==> src/rtl/time_ordered_source_queue_core_assert.svh <==
// Assertion macros used by the queue core RTL.
// Depends on a clock named aclk and an active-low reset named aresetn in the using module.
`ifndef TIME_ORDERED_SOURCE_QUEUE_CORE_ASSERT_SVH
`define TIME_ORDERED_SOURCE_QUEUE_CORE_ASSERT_SVH

// Property checked at every clock edge while reset is released.
`define TOSQ_ASSERT(label, prop, msg) \
    label: assert property (@(posedge aclk) disable iff (!aresetn) (prop)) else $error(msg);

// Implication checked on the edge after the antecedent holds.
`define TOSQ_ASSERT_NEXT(label, ante, cons, msg) \
    label: assert property (@(posedge aclk) disable iff (!aresetn) (ante) |=> (cons)) \
        else $error(msg);

`endif

==> src/rtl/tosq_pkg.sv <==
// Package for the time-ordered source queue: sizes, codes and shared types.
// Used by tosq_cell and the queue core; depends on nothing.
package tosq_pkg;

    localparam int DEPTH     = 16;
    localparam int KEY_W     = 32;
    localparam int HND_W     = 16;
    localparam int CNT_FLD_W = 5;
    localparam int CNT_W     = $clog2(DEPTH + 1);
    localparam int IDX_W     = $clog2(DEPTH);
    localparam int PASS_W    = $clog2(DEPTH);
    localparam int IN_TDATA_W  = 56;
    localparam int OUT_TDATA_W = 56;

    typedef enum logic [2:0] {
        ACT_PUT   = 3'd0,
        ACT_GET   = 3'd1,
        ACT_SORT  = 3'd2,
        ACT_FLUSH = 3'd3,
        ACT_SIZE  = 3'd4
    } action_t;

    typedef enum logic [1:0] {
        STAT_OK     = 2'd0,
        STAT_EMPTY  = 2'd1,
        STAT_REJECT = 2'd2
    } status_t;

    typedef enum logic [1:0] {
        ST_IDLE,
        ST_SORT,
        ST_DONE
    } state_t;

    typedef enum logic [1:0] {
        CELL_HOLD,
        CELL_LOAD,
        CELL_SHIFT,
        CELL_SORT
    } cell_cmd_t;

    // Command broadcast from the controller to every cell of the chain.
    typedef struct packed {
        cell_cmd_t          cmd;
        logic               phase;
        logic [CNT_W-1:0]   count;
        logic [KEY_W-1:0]   key;
        logic [HND_W-1:0]   handle;
    } cell_ctrl_t;

    typedef struct packed {
        logic [CNT_FLD_W-1:0] count;
        logic [HND_W-1:0]     handle;
        logic [KEY_W-1:0]     key;
        status_t              status;
    } result_t;

    // Low bits of the entry count as carried in the result.
    function automatic logic [CNT_FLD_W-1:0] count_field(input logic [CNT_W-1:0] c);
        logic [CNT_W+CNT_FLD_W-1:0] wide;
        wide = {{CNT_FLD_W{1'b0}}, c};
        return wide[CNT_FLD_W-1:0];
    endfunction

endpackage

==> src/rtl/tosq_cell.sv <==
// One slot of the queue chain: holds a key and a handle and trades them with its neighbors.
// Depends on tosq_pkg for the command struct and field widths.
module tosq_cell (
    input  logic                         aclk,
    input  tosq_pkg::cell_ctrl_t         ctrl,
    input  logic [tosq_pkg::IDX_W-1:0]   idx,
    input  logic [tosq_pkg::KEY_W-1:0]   right_key,
    input  logic [tosq_pkg::HND_W-1:0]   right_handle,
    input  logic [tosq_pkg::KEY_W-1:0]   left_key,
    input  logic [tosq_pkg::HND_W-1:0]   left_handle,
    input  logic                         left_gt,
    output logic [tosq_pkg::KEY_W-1:0]   key_q,
    output logic [tosq_pkg::HND_W-1:0]   handle_q,
    output logic                         gt_right
);

    logic [tosq_pkg::KEY_W-1:0] key_reg, key_next;
    logic [tosq_pkg::HND_W-1:0] handle_reg, handle_next;
    logic [tosq_pkg::CNT_W-1:0] idx_ext;
    logic                       left_member;
    logic                       right_member;

    // Pair membership for the current odd-even exchange pass.
    assign idx_ext      = tosq_pkg::CNT_W'(idx);
    assign left_member  = (idx[0] == ctrl.phase)
                          && ((idx_ext + tosq_pkg::CNT_W'(1)) < ctrl.count);
    assign right_member = (idx[0] != ctrl.phase) && (idx != '0)
                          && (idx_ext < ctrl.count);
    assign gt_right     = key_reg > right_key;

    // Select the slot contents for the next cycle.
    always_comb begin
        key_next    = key_reg;
        handle_next = handle_reg;
        case (ctrl.cmd)
            tosq_pkg::CELL_LOAD: begin
                if (idx_ext == ctrl.count) begin
                    key_next    = ctrl.key;
                    handle_next = ctrl.handle;
                end
            end
            tosq_pkg::CELL_SHIFT: begin
                key_next    = right_key;
                handle_next = right_handle;
            end
            tosq_pkg::CELL_SORT: begin
                // Strict compare keeps equal keys in order.
                if (left_member && gt_right) begin
                    key_next    = right_key;
                    handle_next = right_handle;
                end else if (right_member && left_gt) begin
                    key_next    = left_key;
                    handle_next = left_handle;
                end
            end
            default: begin
                key_next    = key_reg;
                handle_next = handle_reg;
            end
        endcase
    end

    always_ff @(posedge aclk) begin
        key_reg    <= key_next;
        handle_reg <= handle_next;
    end

    assign key_q    = key_reg;
    assign handle_q = handle_reg;

endmodule

==> src/rtl/time_ordered_source_queue_core.sv <==
// Time-ordered source queue: up to DEPTH entries (32-bit start-time key, 16-bit handle)
// held in a chain of slot cells. Put, get, flush and size are taken one per cycle while
// the result register drains, each writing its result to that register. A sort runs
// DEPTH odd-even exchange passes through the cell chain, one pass per cycle, and then
// posts its result once the output is free; no input transaction is taken until then.
// The sort is stable: equal keys keep their arrival order.
// Depends on tosq_pkg, tosq_cell and time_ordered_source_queue_core_assert.svh.
`include "time_ordered_source_queue_core_assert.svh"

module time_ordered_source_queue_core (
    input  logic                                aclk,
    input  logic                                aresetn,
    input  logic                                s_tvalid,
    output logic                                s_tready,
    // action [2:0], key_time_ms [34:3], payload_handle [50:35], source_valid [51], zero pad
    input  logic [tosq_pkg::IN_TDATA_W-1:0]     s_tdata,
    output logic                                m_tvalid,
    input  logic                                m_tready,
    // status [1:0], out_key_time_ms [33:2], out_payload_handle [49:34], count [54:50], pad
    output logic [tosq_pkg::OUT_TDATA_W-1:0]    m_tdata
);

    localparam int RES_W = $bits(tosq_pkg::result_t);

    tosq_pkg::state_t            state_reg, state_next;
    logic [tosq_pkg::PASS_W-1:0] pass_reg, pass_next;
    logic [tosq_pkg::CNT_W-1:0]  count_reg, count_next;
    logic                        m_valid_reg, m_valid_next;
    tosq_pkg::result_t           res_reg, res_next;
    tosq_pkg::cell_ctrl_t        cell_ctrl;

    tosq_pkg::action_t           in_action;
    logic [tosq_pkg::KEY_W-1:0]  in_key;
    logic [tosq_pkg::HND_W-1:0]  in_handle;
    logic                        in_source_valid;
    logic                        in_acc;
    logic                        out_free;

    logic                        sort_acc;
    logic                        sort_busy;
    logic                        sort_first;
    logic                        sort_last;

    logic [tosq_pkg::KEY_W-1:0]  slot_key    [tosq_pkg::DEPTH];
    logic [tosq_pkg::HND_W-1:0]  slot_handle [tosq_pkg::DEPTH];
    logic                        slot_gt     [tosq_pkg::DEPTH];

    // Unpack the input transaction.
    assign in_action       = tosq_pkg::action_t'(s_tdata[2:0]);
    assign in_key          = s_tdata[34:3];
    assign in_handle       = s_tdata[50:35];
    assign in_source_valid = s_tdata[51];

    assign out_free = !m_valid_reg || m_tready;
    assign s_tready = (state_reg == tosq_pkg::ST_IDLE) && out_free;
    assign in_acc   = s_tvalid && s_tready;

    // Chain of slot cells; slot 0 is the head.
    for (genvar i = 0; i < tosq_pkg::DEPTH; i++) begin : g_cell
        logic [tosq_pkg::KEY_W-1:0] r_key, l_key;
        logic [tosq_pkg::HND_W-1:0] r_handle, l_handle;
        logic                       l_gt;

        if (i == tosq_pkg::DEPTH - 1) begin : g_tail
            assign r_key    = '0;
            assign r_handle = '0;
        end else begin : g_mid
            assign r_key    = slot_key[i+1];
            assign r_handle = slot_handle[i+1];
        end

        if (i == 0) begin : g_head
            assign l_key    = '0;
            assign l_handle = '0;
            assign l_gt     = 1'b0;
        end else begin : g_body
            assign l_key    = slot_key[i-1];
            assign l_handle = slot_handle[i-1];
            assign l_gt     = slot_gt[i-1];
        end

        tosq_cell u_cell (
            .aclk         (aclk),
            .ctrl         (cell_ctrl),
            .idx          (tosq_pkg::IDX_W'(i)),
            .right_key    (r_key),
            .right_handle (r_handle),
            .left_key     (l_key),
            .left_handle  (l_handle),
            .left_gt      (l_gt),
            .key_q        (slot_key[i]),
            .handle_q     (slot_handle[i]),
            .gt_right     (slot_gt[i])
        );
    end

    // Next state.
    always_comb begin
        state_next = state_reg;
        case (state_reg)
            tosq_pkg::ST_IDLE: begin
                if (in_acc && (in_action == tosq_pkg::ACT_SORT)) begin
                    state_next = tosq_pkg::ST_SORT;
                end
            end
            tosq_pkg::ST_SORT: begin
                if (pass_reg == tosq_pkg::PASS_W'(tosq_pkg::DEPTH - 1)) begin
                    state_next = tosq_pkg::ST_DONE;
                end
            end
            tosq_pkg::ST_DONE: begin
                if (out_free) begin
                    state_next = tosq_pkg::ST_IDLE;
                end
            end
            default: begin
                state_next = tosq_pkg::ST_IDLE;
            end
        endcase
    end

    // Cell commands, count update and result formation.
    always_comb begin
        cell_ctrl.cmd    = tosq_pkg::CELL_HOLD;
        cell_ctrl.phase  = pass_reg[0];
        cell_ctrl.count  = count_reg;
        cell_ctrl.key    = in_key;
        cell_ctrl.handle = in_handle;
        count_next       = count_reg;
        pass_next        = pass_reg;
        m_valid_next     = m_valid_reg && !m_tready;
        res_next         = res_reg;

        case (state_reg)
            tosq_pkg::ST_IDLE: begin
                if (in_acc) begin
                    res_next.status = tosq_pkg::STAT_OK;
                    res_next.key    = '0;
                    res_next.handle = '0;
                    m_valid_next    = 1'b1;
                    case (in_action)
                        tosq_pkg::ACT_PUT: begin
                            if (in_source_valid
                                && (count_reg < tosq_pkg::CNT_W'(tosq_pkg::DEPTH))) begin
                                cell_ctrl.cmd = tosq_pkg::CELL_LOAD;
                                count_next    = count_reg + tosq_pkg::CNT_W'(1);
                            end else begin
                                res_next.status = tosq_pkg::STAT_REJECT;
                            end
                        end
                        tosq_pkg::ACT_GET: begin
                            if (count_reg == '0) begin
                                res_next.status = tosq_pkg::STAT_EMPTY;
                            end else begin
                                res_next.key    = slot_key[0];
                                res_next.handle = slot_handle[0];
                                cell_ctrl.cmd   = tosq_pkg::CELL_SHIFT;
                                count_next      = count_reg - tosq_pkg::CNT_W'(1);
                            end
                        end
                        tosq_pkg::ACT_SORT: begin
                            m_valid_next = 1'b0;
                            pass_next    = '0;
                        end
                        tosq_pkg::ACT_FLUSH: begin
                            count_next = '0;
                        end
                        default: begin
                            count_next = count_reg;
                        end
                    endcase
                    res_next.count = tosq_pkg::count_field(count_next);
                end
            end
            tosq_pkg::ST_SORT: begin
                cell_ctrl.cmd = tosq_pkg::CELL_SORT;
                pass_next     = pass_reg + tosq_pkg::PASS_W'(1);
            end
            tosq_pkg::ST_DONE: begin
                if (out_free) begin
                    m_valid_next    = 1'b1;
                    res_next.status = tosq_pkg::STAT_OK;
                    res_next.key    = '0;
                    res_next.handle = '0;
                    res_next.count  = tosq_pkg::count_field(count_reg);
                end
            end
            default: begin
                cell_ctrl.cmd = tosq_pkg::CELL_HOLD;
            end
        endcase
    end

    // Control registers.
    always_ff @(posedge aclk) begin
        if (!aresetn) begin
            state_reg   <= tosq_pkg::ST_IDLE;
            pass_reg    <= '0;
            count_reg   <= '0;
            m_valid_reg <= 1'b0;
        end else begin
            state_reg   <= state_next;
            pass_reg    <= pass_next;
            count_reg   <= count_next;
            m_valid_reg <= m_valid_next;
        end
    end

    // Result register.
    always_ff @(posedge aclk) begin
        res_reg <= res_next;
    end

    assign m_tvalid = m_valid_reg;
    assign m_tdata  = {{(tosq_pkg::OUT_TDATA_W - RES_W){1'b0}}, res_reg};

    // Sort sequencing terms watched by the checks below.
    assign sort_acc   = in_acc && (in_action == tosq_pkg::ACT_SORT);
    assign sort_busy  = state_reg != tosq_pkg::ST_IDLE;
    assign sort_first = (state_reg == tosq_pkg::ST_SORT) && (pass_reg == '0);
    assign sort_last  = (state_reg == tosq_pkg::ST_SORT)
                        && (pass_reg == tosq_pkg::PASS_W'(tosq_pkg::DEPTH - 1));

    // The held count never passes the queue depth.
    `TOSQ_ASSERT(a_count_bound, count_reg <= tosq_pkg::CNT_W'(tosq_pkg::DEPTH), "count over depth")
    // The count only changes through a transaction taken while idle.
    `TOSQ_ASSERT_NEXT(a_count_frozen, sort_busy, $stable(count_reg), "count moved during sort")
    // An accepted sort starts the exchange passes.
    `TOSQ_ASSERT_NEXT(a_sort_start, sort_acc, sort_first, "sort did not start")
    // The last exchange pass hands over to result posting.
    `TOSQ_ASSERT_NEXT(a_sort_end, sort_last, state_reg == tosq_pkg::ST_DONE, "sort overran")

endmodule
==> config.mk <==
export PLATFORM = sky130hd
export DESIGN_NAME = time_ordered_source_queue_core
export DESIGN_NICKNAME = d
export VERILOG_FILES = /design/src/rtl/tosq_pkg.sv /design/src/rtl/tosq_cell.sv /design/src/rtl/time_ordered_source_queue_core.sv
export VERILOG_INCLUDE_DIRS = /design/src /design/src/rtl
export SDC_FILE = /design/constraint.sdc
export NUM_CORES = 2
export LEC_CHECK = 0
export ABC_AREA = 0
export BUFFER_PORTS_ARGS = -buffer_cell sky130_fd_sc_hd__buf_4
export CORE_UTILIZATION = 50
export CTS_CLUSTER_DIAMETER = 100
export DETAILED_ROUTE_END_ITERATION = 16
export PLACE_DENSITY = 0.73
export REMOVE_ABC_BUFFERS = 1
export SYNTH_ARGS = -nofsm -noshare
export SYNTH_HDL_FRONTEND = slang
export SYNTH_HIERARCHICAL = 1
export SYNTH_SLANG_ARGS = --single-unit
==> constraint.sdc <==
create_clock -name aclk -period 4.2 [get_ports aclk]
set_input_delay 0.42 -clock aclk [delete_from_list [all_inputs] [get_ports aclk]]
set_output_delay 0.42 -clock aclk [all_outputs]
set_load 0.1 [all_outputs]
== Word level (Yosys, flattened, before mapping) ==
Cells that the tools add are included.
Storage, ports and cells
  flip-flop bits (word level): 835
  latch bits: 0
  bits in writable memories: 0
  memory bits (read-only): 0
  input port bits: 60
  output and inout port bits: 58
  word-level logic and storage cells: 357
  memories: 0
Cells by class
  add/sub/neg operators: 3
  multipliers: 0
  div/mod/pow operators: 0
  $lt $le $gt $ge: 33
  eq/ne operators: 61
  shift operators: 0
  multiplexer cells: 153
  bitwise operators: 1
  reductions and logical operators: 66
Operators with widths (number)
  $pmux W32 S3: 16
  $mux W32: 47
  $pmux W16 S3: 16
  $mux W16: 47
  $gt A32 B32 Y1: 15
  $mux W55: 2
  $pmux W55 S2: 1
  $mux W48: 2
  $reduce_and A3 Y1: 19
  $ne A3 B1 Y1 const B: 15
  $eq A4 B5 Y1 const A: 8
  $lt A4 B5 Y1 const A: 8
  $logic_and A1 B1 Y1: 37
  $ne A2 B1 Y1 const B: 18
  $gt A32 B1 Y1 const B: 1
  $eq A3 B5 Y1 const A: 4
  $lt A3 B5 Y1 const A: 4
  $pmux W5 S3: 1
  $mux W2: 6
  $pmux W2 S2: 3
  $eq A2 B5 Y1 const A: 2
  $lt A2 B5 Y1 const A: 2
  $mux W5: 2
  $mux W4: 2
  other kinds (26): 39

== Longest topological paths before layout ==
  depth in word-level cells: 9
  depth in mapped cells: 13
  depth with buffers taken out: 13

== Modules after synthesis ==
The synthesis kept the hierarchy.
Modules (own cells, without submodules)
  tosq_cell: times used 16, cells each 430, area an instance 3963.8 um^2, sequential area each 1441.4 um^2
  time_ordered_source_queue_core: times used 1, cells each 242, area an instance 2987.9 um^2, sequential area each 1891.8 um^2

== Least setup slack after synthesis ==
No wires, ideal clock.
  path type: flip-flop to flip-flop
  from: reg count_reg[0] in the netlist's numbering
  to: reg g_cell[0].u_cell.handle_reg, in the netlist g_cell[0].u_cell/handle_q[0] (enable)
  library setup time: 0.404 ns
  data arrival time: 4.078 ns
  data required time: 3.796 ns
  setup slack: -0.282 ns
  cell stages (with the launch flop): 11
  path buffers: 3
  clock period less this slack: 4.482 ns
  cell sequence: dfxtp_1 inv_1 ha_1 nor4b_4 nor2_4 buf_2 nand2_1 nand2_1 clkbuf_1 clkbuf_1 a21o_1
RTL lines
  start: declaration: RTL line time_ordered_source_queue_core.sv:27  | logic [tosq_pkg::CNT_W-1:0] count_reg, count_next;
  start signal: assignment: RTL line time_ordered_source_queue_core.sv:204  | count_reg <= count_next;
  end signal: assignment: RTL line tosq_cell.sv:65  | handle_reg <= handle_next;
  end: declaration: RTL line tosq_cell.sv:18  | logic [tosq_pkg::HND_W-1:0] handle_reg, handle_next;

== Worst setup path after layout ==
  from: reg g_cell[1].u_cell.key_reg, in the netlist g_cell[1].u_cell/key_q[27]
  to: reg g_cell[1].u_cell.handle_reg, in the netlist g_cell[1].u_cell/handle_q[4] (enable)
Between the ends
  cells in the longest elaborated chain, start to end: 4
  elaborated cells on any way between the ends: 6
  classes of those cells: 2 x order compare; 1 x eq/ne; 3 x reduce/logical
Ends and longest elaborated chain
  start: declaration: RTL line tosq_cell.sv:17  | logic [tosq_pkg::KEY_W-1:0] key_reg, key_next;
  start signal: assignment: RTL line tosq_cell.sv:64  | key_reg <= key_next;
  $gt A32 B32 Y1: RTL line tosq_cell.sv:29  | assign gt_right = key_reg > right_key;
  via g_cell[1].l_gt: RTL line time_ordered_source_queue_core.sv:62  | logic l_gt;
  $logic_and A1 B1 Y1: RTL line tosq_cell.sv:51  | end else if (right_member && left_gt) begin
  $ne A3 B1 Y1 (no line)
  $reduce_and A3 Y1 (no line)
  end signal: assignment: RTL line tosq_cell.sv:65
  end: declaration: RTL line tosq_cell.sv:18
The timed path passes the listed nets, and every way through them passes these cells.
A chain may end at the register's enable or synchronous reset.

==> summary.md <==
| Metric | Value |
|---|---|
| Outcome | `completed` |
| DP HPWL | `133500 um` |
| Critical Path RT | `4.56 ns` |
| Mapped cell area | `0.06640 sq mm` |
| Slew headroom | `0.1600` |
| Tmin final | `between 4 and 5 ns` |
| Placed cells | `roughly 9100` |
| Core Area | `0.1316 sq mm` |
| Die Wd | `366.4 um` |
| Initial antenna violation count | `2` |
| Depth of the worst register-to-register path | `13` |
| DR WL/cell | `19.81 um` |
| YS warnings | `6` |
| Initial DRT Pass Iterations | `8` |
| Fillers | `11450` |
| Least-Margin Pin Slew | `approximately 1.3 ns` |
| Die Area | `approximately 0.13 sq mm` |
| PwrDens | `301.8 mW/mm^2` |
| DRC Markers | `0` |
| Layout Cells excl Fill | `9235` |
| Placed Area | `0.07010 sq mm` |
| Max-Cap Viols | `0` |
| Routed WL | `183000 um` |
| Slowest CP cell | `nor4_2` |
| Max reg flops | `512` |
| Vias per inst | `between 6 and 7` |
| Layout area overhead | `10.21%` |
| Final-report setup violation count | `0` |
| GRT overflow | `0` |
| Final instance area | `0.07318 sq mm` |
| Leakage Power | `29.63 nW` |
| Fin Setup TNS | `0 ns` |
| GRT Total Usage | `0.2642` |
| CTS H-Tree Depth | `3` |
| Die Span Y | `~370 um` |
| Clock transition at path regs | `about 0.06 ns` |
| Arrival @ worst endpoint | `around 4.4 ns` |
| Fmax | `roughly 250 MHz` |
| Clock latency on the worst-skew pair | `0.73 ns` |
| Worst hold path class | `in2reg` |
| Post-CTS Setup Bufs | `0` |
| Largest net degree at the start of global routing | `105` |
| Buf/Inv on CP | `4` |
| CTS sink count | `approximately 840` |
| GP Congestion | `0.9254` |
| Initial Util | `0.5044` |
| Multi-input logic area | `~0.035 sq mm` |
| DRT antenna net count | `0` |
| Worst-case clock buffer depth | `3` |
| CP max stage delay | `0.69 ns` |
| Cells after Synth | `7120` |
| # nets final | `a little over 8000` |
| Critical Path Fanout Max | `48` |
| Crit path cell chain | `buf_4 -> inv_1 -> ha_1 -> nand4_1 -> nor4_2 -> a21oi_1 -> a21oi_1 -> inv_1 -> a221oi_1 -> o311ai_0 -> nand4_1 -> a21o_2 -> buf_4` |
| RSZ-0062 raised after global routing | `no` |
| Vias in the first global route | `55760` |
| Layout cell share with drive strength beyond 1 | `0.1147` |
| Initial drt markers | `between 5000 and 6000` |
| TritonCTS clock tree | `done` |
| Register area | `0.02496 sq mm` |
| Startpoint Class | `flop` |
| Worst vdd ir | `approximately 0.00032 V` |
| Clock buffer count from CTS | `98` |
| Hold Violations, Final | `0` |
| Hold depth | `3` |
| Critical path class | `reg2reg` |
| Root buffer cell | `clkbuf_16` |
| Vias | `56990` |
| Clock skew | `0.04142 ns` |
| Levels on crit path | `13` |
| Row count | `about 130` |
| Num ports | `around 120` |
| First-pass GRT wire length | `a little under 300000 um` |
| IO Port Bufs | `112` |
| Avg Inst Size Synth | `roughly 9.3 sq um` |
| Final Slew Violations | `0` |
| Top delay family on crit path | `simple AND/OR/NAND/NOR gates` |
| Critical Path Sink Type | `flop` |
| Period utilization | `0.9557` |
-- path summary, 6_finish.rpt --
kind | endpoint | slack [ns] | start
min reg2reg | pass_reg[3] | 0.49 | pass_reg[3]
max | g_cell[1].u_cell/handle_q[4] | 0.19 | g_cell[1].u_cell/key_q[27]
min | count_reg[0] | 0.1 | s_tdata[2]
max reg2reg | g_cell[1].u_cell/handle_q[4] | 0.19 | g_cell[1].u_cell/key_q[27]
-- cells in the final DEF (no fill, tap or decap), types with 50 or more instances in the layout --
cell type / count
a21o_1: 50
a21oi_1: 278
and3_1: 82
buf_4: 255
clkbuf_16: 98
conb_1: 418
edfxtp_1: 823
ha_1: 691
inv_1: 1428
nand2_1: 900
nand3_1: 100
nand4_1: 915
nor2_1: 58
o21ai_0: 56
o221ai_1: 449
o221ai_2: 320
-- what timing repair did --
item	4_1_cts	5_1_grt
endpoints found under the setup margin	0	498
hold buffers	1	0
endpoints found under the hold margin	1	0
resized for setup	0	11
-- routing by layer --
| metal | GRT usage | up-vias | routed length, um |
|---|---|---|---|
| li1 | - | 26740 | - |
| met1 | 0.3512 | 27680 | 77200 |
| met2 | 0.4476 | 2126 | 88760 |
| met3 | 0.02851 | 440 | 11270 |
| met4 | 0.08787 | 2 | 5706 |
| met5 | 0 | - | 16 |
-- worst reg2reg max path, cell delays in order (launching register included) --
cell      delay, ns
edfxtp_1       0.35
buf_4          0.13
inv_1          0.04
ha_1           0.30
nand4_1        0.24
nor4_2         0.69
a21oi_1        0.17
a21oi_1        0.28
inv_1          0.09
a221oi_1       0.21
o311ai_0       0.23
nand4_1        0.15
a21o_2         0.13
buf_4          0.56
-- where the power goes --
group | leakage, nW | switching [W] | internal [W] | total (W)
Clock | 1.45 | 0.00376 | 0.00449 | 0.00825
Sequential | 7.65 | 0.000305 | 0.00967 | 0.00997
Combinational | 20.5 | 0.00252 | 0.00134 | 0.00386
-- area by class of cell --
cell class / instances / share of cell area
Antenna cell: 2 / 0.00006839
Inverter: 1428 / 0.07325
Sequential cell: 835 / 0.3410
Clock buffer: 124 / 0.03539
Clock inverter: 51 / 0.005540
Tap cell: 1755 / 0.03001
Timing Repair Buffer: 283 / 0.03368
Multi-Input combinational cell: 4757 / 0.4810
-- metrics by stage --
step                total power [W]  hold WS (ns)  worst slack (ns)    util
CTS                         0.02210       0.04084            0.1157  0.5554
detailed placement          0.01390        0.4951            0.1401  0.5325
finish                      0.02208       0.09615            0.1859  0.5559
floorplan                   0.01364        0.4400            -30.18       -
global placement            0.01370        0.4540            0.3204  0.5325
global route                0.02290        0.1015           0.04326  0.5559
(Power assumes the default switching activity.)
